[config.mk]
export PLATFORM = sky130hd
export DESIGN_NAME = schnorr_signature_check_flat
export DESIGN_NICKNAME = d
export VERILOG_FILES = /design/src/rtl/ssc_pkg.sv /design/src/rtl/ssc_if.sv /design/src/rtl/ssc_modmul.sv /design/src/rtl/schnorr_signature_check.sv /design/src/flat_wrapper.sv
export SDC_FILE = /design/constraint.sdc
export NUM_CORES = 1
export LEC_CHECK = 0
export BUFFER_PORTS_ARGS = -buffer_cell sky130_fd_sc_hd__buf_2
export CORE_MARGIN = 3
export CORE_UTILIZATION = 23
export CTS_BUF_LIST = sky130_fd_sc_hd__clkbuf_8
export CTS_CLUSTER_DIAMETER = 50
export DETAILED_ROUTE_END_ITERATION = 8
export PLACE_DENSITY_LB_ADDON = 0.12
export SYNTH_ARGS = -nofsm -noshare
export SYNTH_HDL_FRONTEND = slang
export SYNTH_SLANG_ARGS = --single-unit
[constraint.sdc]
create_clock -name clock -period 8.9 [get_ports clock]
set_clock_uncertainty 0.2 [all_clocks]
set_input_delay 0.445 -clock clock [delete_from_list [all_inputs] [get_ports clock]]
set_output_delay 0.445 -clock clock [all_outputs]
set_load 0.005 [all_outputs]
[src/rtl/ssc_pkg.sv]
package ssc_pkg;
   localparam int unsigned NUM_REGS = 3;
   localparam logic [1:0] REG_MODULUS_P   = 2'd0;
   localparam logic [1:0] REG_ORDER_Q     = 2'd1;
   localparam logic [1:0] REG_GENERATOR_G = 2'd2;

   // modular unit operation select
   typedef enum logic [1:0] {
      OP_MULMOD = 2'd0,  // (a * b) mod m
      OP_REDUCE = 2'd1   // a mod m
   } op_type;
endpackage

[src/rtl/ssc_if.sv]
interface ssc_req_if #(parameter int unsigned WORD_BITS = 31);
   logic                 valid;
   logic                 ready;
   logic [WORD_BITS-1:0] public_key;
   logic [WORD_BITS-1:0] message;
   logic [WORD_BITS-1:0] commitment;
   logic [WORD_BITS-1:0] response;
   modport source (output valid, public_key, message, commitment, response, input ready);
   modport sink   (input valid, public_key, message, commitment, response, output ready);
endinterface

interface ssc_rsp_if;
   logic valid;
   logic ready;
   logic valid_res;
   modport source (output valid, valid_res, input ready);
   modport sink   (input valid, valid_res, output ready);
endinterface

[src/rtl/ssc_modmul.sv]
// Bit-serial (a * b) mod m, one multiplier bit per cycle, MSB first.
// a is reduced below m in the first cycles (a may be up to 2*W bits).
module ssc_modmul #(
   parameter int unsigned W = 31
) (
   input  logic             clock,
   input  logic             reset,
   input  logic             start,
   input  logic [2*W-1:0]   a,
   input  logic [W:0]       b,
   input  logic [W:0]       m,
   output logic             done,
   output logic [W:0]       result
);
   localparam int unsigned AW = 2 * W;
   localparam int unsigned CW = $clog2(AW + W + 2) + 1;

   localparam logic [1:0] S_IDLE = 2'd0;
   localparam logic [1:0] S_RED  = 2'd1;
   localparam logic [1:0] S_MUL  = 2'd2;

   logic [1:0]    state_ff, state_in;
   logic [CW-1:0] cnt_ff, cnt_in;
   logic [AW-1:0] a_ff, a_in;       // shifted-out source bits for reduce
   logic [W:0]    b_ff, b_in;
   logic [W:0]    ar_ff, ar_in;     // reduced a
   logic [W+1:0]  acc_ff, acc_in;
   logic          done_ff, done_in;

   logic [W+2:0] dbl;
   logic [W+2:0] dbl2;

   always_comb begin
      state_in = state_ff;
      cnt_in   = cnt_ff;
      a_in     = a_ff;
      b_in     = b_ff;
      ar_in    = ar_ff;
      acc_in   = acc_ff;
      done_in  = 1'b0;
      dbl      = '0;
      dbl2     = '0;
      unique case (state_ff)
         S_IDLE: begin
            if (start) begin
               a_in     = a;
               b_in     = b;
               acc_in   = '0;
               cnt_in   = CW'(AW);
               state_in = S_RED;
            end
         end
         S_RED: begin
            // acc = (2*acc + next bit of a) mod m
            dbl = {acc_ff, a_ff[AW-1]};
            if (dbl >= {2'b00, m}) dbl = dbl - {2'b00, m};
            acc_in = dbl[W+1:0];
            a_in   = {a_ff[AW-2:0], 1'b0};
            cnt_in = cnt_ff - 1'b1;
            if (cnt_ff == CW'(1)) begin
               ar_in    = dbl[W:0];
               acc_in   = '0;
               cnt_in   = CW'(W + 1);
               state_in = S_MUL;
            end
         end
         S_MUL: begin
            // acc = (2*acc + bit*ar) mod m, two conditional subtracts
            dbl = {acc_ff, 1'b0};
            if (dbl >= {2'b00, m}) dbl = dbl - {2'b00, m};
            dbl2 = dbl + (b_ff[W] ? {2'b00, ar_ff} : '0);
            if (dbl2 >= {2'b00, m}) dbl2 = dbl2 - {2'b00, m};
            acc_in = dbl2[W+1:0];
            b_in   = {b_ff[W-1:0], 1'b0};
            cnt_in = cnt_ff - 1'b1;
            if (cnt_ff == CW'(1)) begin
               done_in  = 1'b1;
               state_in = S_IDLE;
            end
         end
         default: state_in = S_IDLE;
      endcase
   end

   always_ff @(posedge clock) begin
      if (reset) begin
         state_ff <= S_IDLE;
         cnt_ff   <= '0;
         done_ff  <= 1'b0;
      end else begin
         state_ff <= state_in;
         cnt_ff   <= cnt_in;
         done_ff  <= done_in;
      end
      a_ff   <= a_in;
      b_ff   <= b_in;
      ar_ff  <= ar_in;
      acc_ff <= acc_in;
   end

   assign done   = done_ff;
   assign result = acc_ff[W:0];
endmodule

[src/rtl/schnorr_signature_check.sv]
// Schnorr signature check, toy challenge e = (R + m) mod q.
// Channels: req (public_key, message, commitment, response) in, rsp (valid_res) out,
// both valid/ready; a beat moves when valid and ready are high at a clock edge.
// csr_we/csr_index/csr_wdata write p (0), q (1), g (2); write only while idle.
// One request at a time: req_ready is high only when the sequencer is idle
// and no result is pending. All modular operations share a single bit-serial
// modular multiplier. Per item: a reduction for e when q is nonzero, a base
// reduction per power, square-and-multiply over the exponent bits (up to 31
// multiplies and 31 squares for g^s, 32 and 31 for y^e), and a final R*y^e
// mod p: at most 128 operations.
// If p is zero no arithmetic runs and the result beat carries a low flag.
// Reset (synchronous, high) loads p=23, q=11, g=4 and empties the block.
// When rsp_ready is low the result beat holds and no new request is taken.
module schnorr_signature_check #(
   parameter int unsigned WORD_BITS = 31
) (
   input  logic                 clock,
   input  logic                 reset,
   ssc_req_if.sink              req,
   ssc_rsp_if.source            rsp,
   input  logic                 csr_we,
   input  logic [1:0]           csr_index,
   input  logic [WORD_BITS-1:0] csr_wdata
);
   localparam int unsigned W  = WORD_BITS;
   localparam int unsigned EB = 33;   // exponent bits walked
   localparam int unsigned EW = $clog2(EB + 1);

   localparam logic [3:0] S_IDLE  = 4'd0;
   localparam logic [3:0] S_E     = 4'd1;   // e = (R+m) mod q
   localparam logic [3:0] S_PRE   = 4'd2;   // reduce bases
   localparam logic [3:0] S_PREW  = 4'd3;
   localparam logic [3:0] S_STEP  = 4'd4;   // acc*b if bit
   localparam logic [3:0] S_STEPW = 4'd5;
   localparam logic [3:0] S_SQ    = 4'd6;   // b*b
   localparam logic [3:0] S_SQW   = 4'd7;
   localparam logic [3:0] S_FIN   = 4'd8;   // R * y^e
   localparam logic [3:0] S_FINW  = 4'd9;
   localparam logic [3:0] S_OUT   = 4'd10;
   localparam logic [3:0] S_EW    = 4'd11;

   // configuration registers
   logic [W-1:0] p_ff, q_ff, g_ff;
   always_ff @(posedge clock) begin
      if (reset) begin
         p_ff <= W'(23);
         q_ff <= W'(11);
         g_ff <= W'(4);
      end else if (csr_we) begin
         unique case (csr_index)
            ssc_pkg::REG_MODULUS_P:   p_ff <= csr_wdata;
            ssc_pkg::REG_ORDER_Q:     q_ff <= csr_wdata;
            ssc_pkg::REG_GENERATOR_G: g_ff <= csr_wdata;
            default: ;
         endcase
      end
   end

   logic [3:0]    state_ff, state_in;
   logic          pass_ff, pass_in;     // 0: g^s, 1: y^e
   logic [EW-1:0] bit_ff, bit_in;
   logic [W:0]    y_ff, y_in, r_ff, r_in, s_ff, s_in;
   logic [W:0]    e_ff, e_in;           // exponent (32 bits when q is 0)
   logic [W:0]    base_ff, base_in, acc_ff, acc_in, lhs_ff, lhs_in;
   logic          res_ff, res_in;
   logic          rv_ff, rv_in;

   // shared unit
   logic             mm_start;
   logic [2*W-1:0]   mm_a;
   logic [W:0]       mm_b, mm_m;
   logic             mm_done;
   logic [W:0]       mm_res;

   ssc_modmul #(.W(W)) u_mul (
      .clock (clock), .reset (reset), .start (mm_start),
      .a (mm_a), .b (mm_b), .m (mm_m), .done (mm_done), .result (mm_res)
   );

   logic [W:0] exp_cur;
   logic [W:0] one_mod;
   assign exp_cur = pass_ff ? e_ff : s_ff;
   assign one_mod = (p_ff == W'(1)) ? '0 : (W+1)'(1);

   always_comb begin
      state_in = state_ff;
      pass_in  = pass_ff;
      bit_in   = bit_ff;
      y_in     = y_ff;
      r_in     = r_ff;
      s_in     = s_ff;
      e_in     = e_ff;
      base_in  = base_ff;
      acc_in   = acc_ff;
      lhs_in   = lhs_ff;
      res_in   = res_ff;
      rv_in    = rv_ff;
      mm_start = 1'b0;
      mm_a     = '0;
      mm_b     = (W+1)'(1);
      mm_m     = {1'b0, p_ff};
      if (rv_ff && rsp.ready) rv_in = 1'b0;
      unique case (state_ff)
         S_IDLE: begin
            if (req.valid && !rv_ff) begin
               y_in = {1'b0, req.public_key};
               r_in = {1'b0, req.commitment};
               s_in = {1'b0, req.response};
               e_in = {1'b0, req.commitment} + {1'b0, req.message};
               if (p_ff == '0) begin
                  res_in   = 1'b0;
                  state_in = S_OUT;
               end else begin
                  state_in = S_E;
               end
            end
         end
         S_E: begin
            if (q_ff == '0) begin
               state_in = S_PRE;
            end else begin
               mm_start = 1'b1;
               mm_a     = (2*W)'(e_ff);
               mm_m     = {1'b0, q_ff};
               state_in = S_EW;
            end
         end
         S_EW: begin
            mm_m = {1'b0, q_ff};
            if (mm_done) begin
               e_in     = mm_res;
               state_in = S_PRE;
            end
         end
         S_PRE: begin
            mm_start = 1'b1;
            mm_a     = (2*W)'(pass_ff ? y_ff : {1'b0, g_ff});
            acc_in   = one_mod;
            bit_in   = '0;
            state_in = S_PREW;
         end
         S_PREW: begin
            if (mm_done) begin
               base_in  = mm_res;
               state_in = S_STEP;
            end
         end
         S_STEP: begin
            if (bit_ff < EW'(W + 1) && exp_cur[bit_ff[$clog2(W+1)-1:0]]) begin
               mm_start = 1'b1;
               mm_a     = (2*W)'(acc_ff);
               mm_b     = base_ff;
               state_in = S_STEPW;
            end else begin
               state_in = S_SQ;
            end
         end
         S_STEPW: begin
            if (mm_done) begin
               acc_in   = mm_res;
               state_in = S_SQ;
            end
         end
         S_SQ: begin
            if (bit_ff == EW'(EB - 1)) begin
               // last step: square unused
               if (!pass_ff) begin
                  lhs_in   = acc_ff;
                  pass_in  = 1'b1;
                  state_in = S_PRE;
               end else begin
                  pass_in  = 1'b0;
                  state_in = S_FIN;
               end
            end else if (bit_ff >= EW'(W)) begin
               bit_in   = bit_ff + 1'b1;
               state_in = S_STEP;
            end else begin
               mm_start = 1'b1;
               mm_a     = (2*W)'(base_ff);
               mm_b     = base_ff;
               state_in = S_SQW;
            end
         end
         S_SQW: begin
            if (mm_done) begin
               base_in  = mm_res;
               bit_in   = bit_ff + 1'b1;
               state_in = S_STEP;
            end
         end
         S_FIN: begin
            mm_start = 1'b1;
            mm_a     = (2*W)'(r_ff);
            mm_b     = acc_ff;
            state_in = S_FINW;
         end
         S_FINW: begin
            if (mm_done) begin
               res_in   = (mm_res == lhs_ff);
               state_in = S_OUT;
            end
         end
         S_OUT: begin
            if (!rv_ff) begin
               rv_in    = 1'b1;
               state_in = S_IDLE;
            end
         end
         default: state_in = S_IDLE;
      endcase
   end

   always_ff @(posedge clock) begin
      if (reset) begin
         state_ff <= S_IDLE;
         pass_ff  <= 1'b0;
         bit_ff   <= '0;
         rv_ff    <= 1'b0;
      end else begin
         state_ff <= state_in;
         pass_ff  <= pass_in;
         bit_ff   <= bit_in;
         rv_ff    <= rv_in;
      end
      y_ff    <= y_in;
      r_ff    <= r_in;
      s_ff    <= s_in;
      e_ff    <= e_in;
      base_ff <= base_in;
      acc_ff  <= acc_in;
      lhs_ff  <= lhs_in;
      res_ff  <= res_in;
   end

   assign req.ready     = (state_ff == S_IDLE) && !rv_ff;
   assign rsp.valid     = rv_ff;
   assign rsp.valid_res = res_ff;
endmodule

[src/flat_wrapper.sv]
// flat-port wrapper written by rule: the top's interface ports become plain ports
module schnorr_signature_check_flat 
#(
   parameter int unsigned WORD_BITS = 31
)
  (clock, reset, csr_we, csr_index, csr_wdata, req_valid, req_public_key, req_message, req_commitment, req_response, req_ready, rsp_valid, rsp_valid_res, rsp_ready);
  ssc_req_if #(.WORD_BITS(WORD_BITS)) req_i ();
  ssc_rsp_if rsp_i ();
  input  logic clock;
  input  logic reset;
  input  logic csr_we;
  input  logic [1:0] csr_index;
  input  logic [WORD_BITS-1:0] csr_wdata;
  input wire logic [$bits(req_i.valid)-1:0] req_valid;
  input wire logic [$bits(req_i.public_key)-1:0] req_public_key;
  input wire logic [$bits(req_i.message)-1:0] req_message;
  input wire logic [$bits(req_i.commitment)-1:0] req_commitment;
  input wire logic [$bits(req_i.response)-1:0] req_response;
  output wire logic [$bits(req_i.ready)-1:0] req_ready;
  output wire logic [$bits(rsp_i.valid)-1:0] rsp_valid;
  output wire logic [$bits(rsp_i.valid_res)-1:0] rsp_valid_res;
  input wire logic [$bits(rsp_i.ready)-1:0] rsp_ready;
  assign req_i.valid = req_valid;
  assign req_i.public_key = req_public_key;
  assign req_i.message = req_message;
  assign req_i.commitment = req_commitment;
  assign req_i.response = req_response;
  assign req_ready = req_i.ready;
  assign rsp_valid = rsp_i.valid;
  assign rsp_valid_res = rsp_i.valid_res;
  assign rsp_i.ready = rsp_ready;
  schnorr_signature_check #(.WORD_BITS(WORD_BITS)) u_core (.clock(clock), .reset(reset), .req(req_i), .rsp(rsp_i), .csr_we(csr_we), .csr_index(csr_index), .csr_wdata(csr_wdata));
endmodule
==> flow_metrics.py <==
metrics = {
    "detailed_routing": {
        "postRouteAntennaNets": 0,
        "drtIter0Drc": 1847,
        "drt-pass1-iter-count": 5,
        "avgViaCountPerCell": 4.77,
        "drc": 0,
        "vias": 26100,
        "avgRoutedWirePerCell_um": 24.4,
        "wirelength_um": 134000,
    },
    "worst_setup_path": {
        "required_ns": 9.23,
        "critPathLaunchType": "flop",
        "cp_max_fo": 12,
        "cp_slowest_cell": "or4_1",
        "slowest_delay_ns": 0.49,
        "critPathCaptureType": "flop",
        "arrival_ns": 9.25,
        "worstSetupPathType": "reg2reg",
    },
    "synthesis": {
        "synth_compound_area_share_pct": 18.2,
        "synth-edff-count": 381,
        "ys_ff_latch": 497,
        "yosys.area_share.adder_pct": 6.06,
        "syn-cell-area_um2": 29000,
        "synthArstFlopShare_pct": 0,
        "synth_top_area_cell": "edfxtp_1",
        "avgSynthCellArea_um2": 9.86,
        "synth_top_area_share_pct": 39.5,
        "yosysUniqueCellTypes": 88,
        "syn_inst": 2939,
        "synth_top_cells_by_area": "edfxtp_1 (39%), dfxtp_1 (8.0%), ha_1 (5.6%)",
        "synth-simple-area-share_pct": 15.7,
        "syn-num-nets": 3235,
        "ys_warn_count": 0,
        "synth_xor_area_share_pct": 5.74,
        "yosys-mux-area-fraction_pct": 3.79,
        "synth_top_family_by_area": "compound AO/OA/AOI/OAI gates",
        "synth_seq_area_share_pct": 47.5,
        "synthFlopType": "edfxtp_1",
    },
    "timing": {
        "hold_ws_ns": 0.0842,
        "min_period_over_period_pct": 100,
        "max_slew.worst_pin.slew_ns": 1.22,
        "grt_setup_unrepaired": "yes",
        "maxSlewViolCount": 0,
        "final-hold-violation-count": 0,
        "slew_headroom_pct": 16.5,
        "setup_violations": 4,
        "fmax_ghz": 0.112,
        "finalWorstPathRequiredPeriod_ns": 8.92,
        "setup_slack_ns": -0.0197,
    },
    "floorplanning": {
        "design.core.area_um2": 124000,
        "boundaryPins": 165,
        "rows": 129,
        "die_w_um": 361,
        "initial_utilization_pct": 23.3,
        "dieArea_um2": 130000,
        "die_h_um": 361,
    },
    "clock_tree": {
        "h-tree-depth": 3,
        "root_buffer": "clkbuf_8",
        "cts_buffers": 105,
        "clkTransAtPathRegs_ns": 0.06,
        "clock_latency_ns": 0.83,
        "cts.sinks": 497,
        "cts_tree": "done",
        "cts_buffer_depth": 3,
    },
    "status": {
        "violations": "negative setup slack",
        "status": "finished with violations",
    },
    "hold_path": {
        "hold_path_class": "in2reg",
    },
    "global_route": {
        "grtUsageTotal_pct": 20.1,
        "grt_overflow": 0,
        "antenna_found_initial": 10,
        "grtUsageMet1_pct": 27.0,
        "met3_usage_pct": 3.14,
        "top_usage_layer": "met2",
        "grt_use_met2_pct": 33.3,
        "grt_max_degree": 95,
        "first_global_vias": 26700,
        "grt_pass1_wl_um": 190000,
    },
    "placed_design": {
        "place.gp.congestion": 0.903,
        "dp_cells": 5082,
        "port_buffers": 164,
        "hpwlAfterDp_um": 101000,
    },
    "layout": {
        "fin_cells": 5472,
        "fin_nets": 4041,
        "drive_gt1_share_pct": 27.0,
        "synthToLayoutAreaGrowth_pct": 38.0,
    },
    "flow_run": {
        "cap_violations": 0,
    },
}
worst max-delay path, delay by kind of cell (launching register included):
family | cells | cell delay (ns)
flops | 1 | 0.31
fa+ha+maj | 3 | 0.94
xor+xnor | 1 | 0.12
buf+inv | 10 | 1.63
simple gates | 13 | 2.87
mux | 2 | 0.28
compound gates | 11 | 2.25
kinds of logic (layout without fill, tap and decap cells):
logic type | after synthesis | count (layout)
adders and majority gates | 138 | 138
buffers and inverters | 222 | 1112
other | 0 | 6
and+or+nand+nor | 971 | 971
muxes | 86 | 86
AOI/OAI and AO/OA | 835 | 835
DFF | 497 | 497
xor gates and xnor gates | 190 | 190
through the flow:
stage | worst slack (ns) | TNS, ns | instance area, um^2 | util (%)
floorplan | 0.0117 | 0 | 29000 | -
global placement | -0.785 | -23.54 | 35200 | 28.3
detailed placement | -0.935 | -27.51 | 35200 | 28.3
CTS | 0.00105 | 0 | 39500 | 31.7
global route | -0.412 | -11.60 | 40000 | 32.1
finish | -0.0197 | -0.0444 | 40000 | 32.1
what timing repair did:
action / in CTS / in global routing
hold buffers: 149 / 0
pin swaps: 36 / 28
buffers inserted: 28 / 20
resized for setup: 81 / 86
endpoints found under the hold margin: 229 / 0
endpoints found under the setup margin: 33 / 33
cloned: 3 / 0
flip-flops by register name, summed over array words and instances, names as in the netlist, 32 cells and up:
register / cells
u_core.e_ff: 32
u_core.base_ff: 32
u_core.u_mul.ar_ff: 32
u_core.u_mul.a_ff: 62
u_core.acc_ff: 32
u_core.lhs_ff: 32
u_core.u_mul.acc_ff: 33
u_core.u_mul.b_ff: 32
cells in the mapped netlist, types with 35 or more instances:
cell type and count:
nand2_1 397, a21oi_1 305, clkbuf_1 121, a21o_1 68
a22oi_1 44, a221oi_1 35, o21ai_0 172, nor2_1 217
inv_1 59, nor3_1 38, mux2i_1 59, ha_1 129
edfxtp_1 381, xor2_1 75, and2_1 105, xnor2_1 115
a221o_1 37, dfxtp_1 116
metal layers:
layer,share of wire (%),vias up
met1,46,12800
met3,4.7,168
met2,47,660
met4,3.0,0
li1,-,12400
met5,0,-
layout make-up:
type | instances | area [um^2]
diodes | 6 | 15.0
clock buffers | 113 | 1560
clock inverters | 78 | 619
fillers | 12900 | 84400
inverters | 59 | 221
multi-input cells | 2220 | 15100
flip-flops and latches | 497 | 13800
well taps | 1637 | 2050
repair buffers | 862 | 6630
placed cells by master (no fill, tap or decap), types with 113 or more instances in the layout:
cell,synthesis,layout
nand2_1,397,393
clkbuf_8,0,113
ha_1,129,116
dlygate4sd3_1,0,149
o21ai_0,172,158
buf_4,2,527
buf_2,22,163
edfxtp_1,381,381
a21oi_1,305,280
nor2_1,217,201
dfxtp_1,116,114
worst paths after layout:
path                   start                 endpoint  slack (ns)  cells past startpoint
min          req_message[24]          u_core.e_ff[24]        0.08                      4
max reg2reg   u_core.q_ff[7]  u_core.u_mul.acc_ff[27]       -0.02                     40
max           u_core.q_ff[7]  u_core.u_mul.acc_ff[27]       -0.02                     40
min reg2reg   u_core.g_ff[2]           u_core.g_ff[2]        0.27                      2
Power is not shown: default switching activity piles up to over one toggle a cycle in this logic, so the estimate is an artifact.
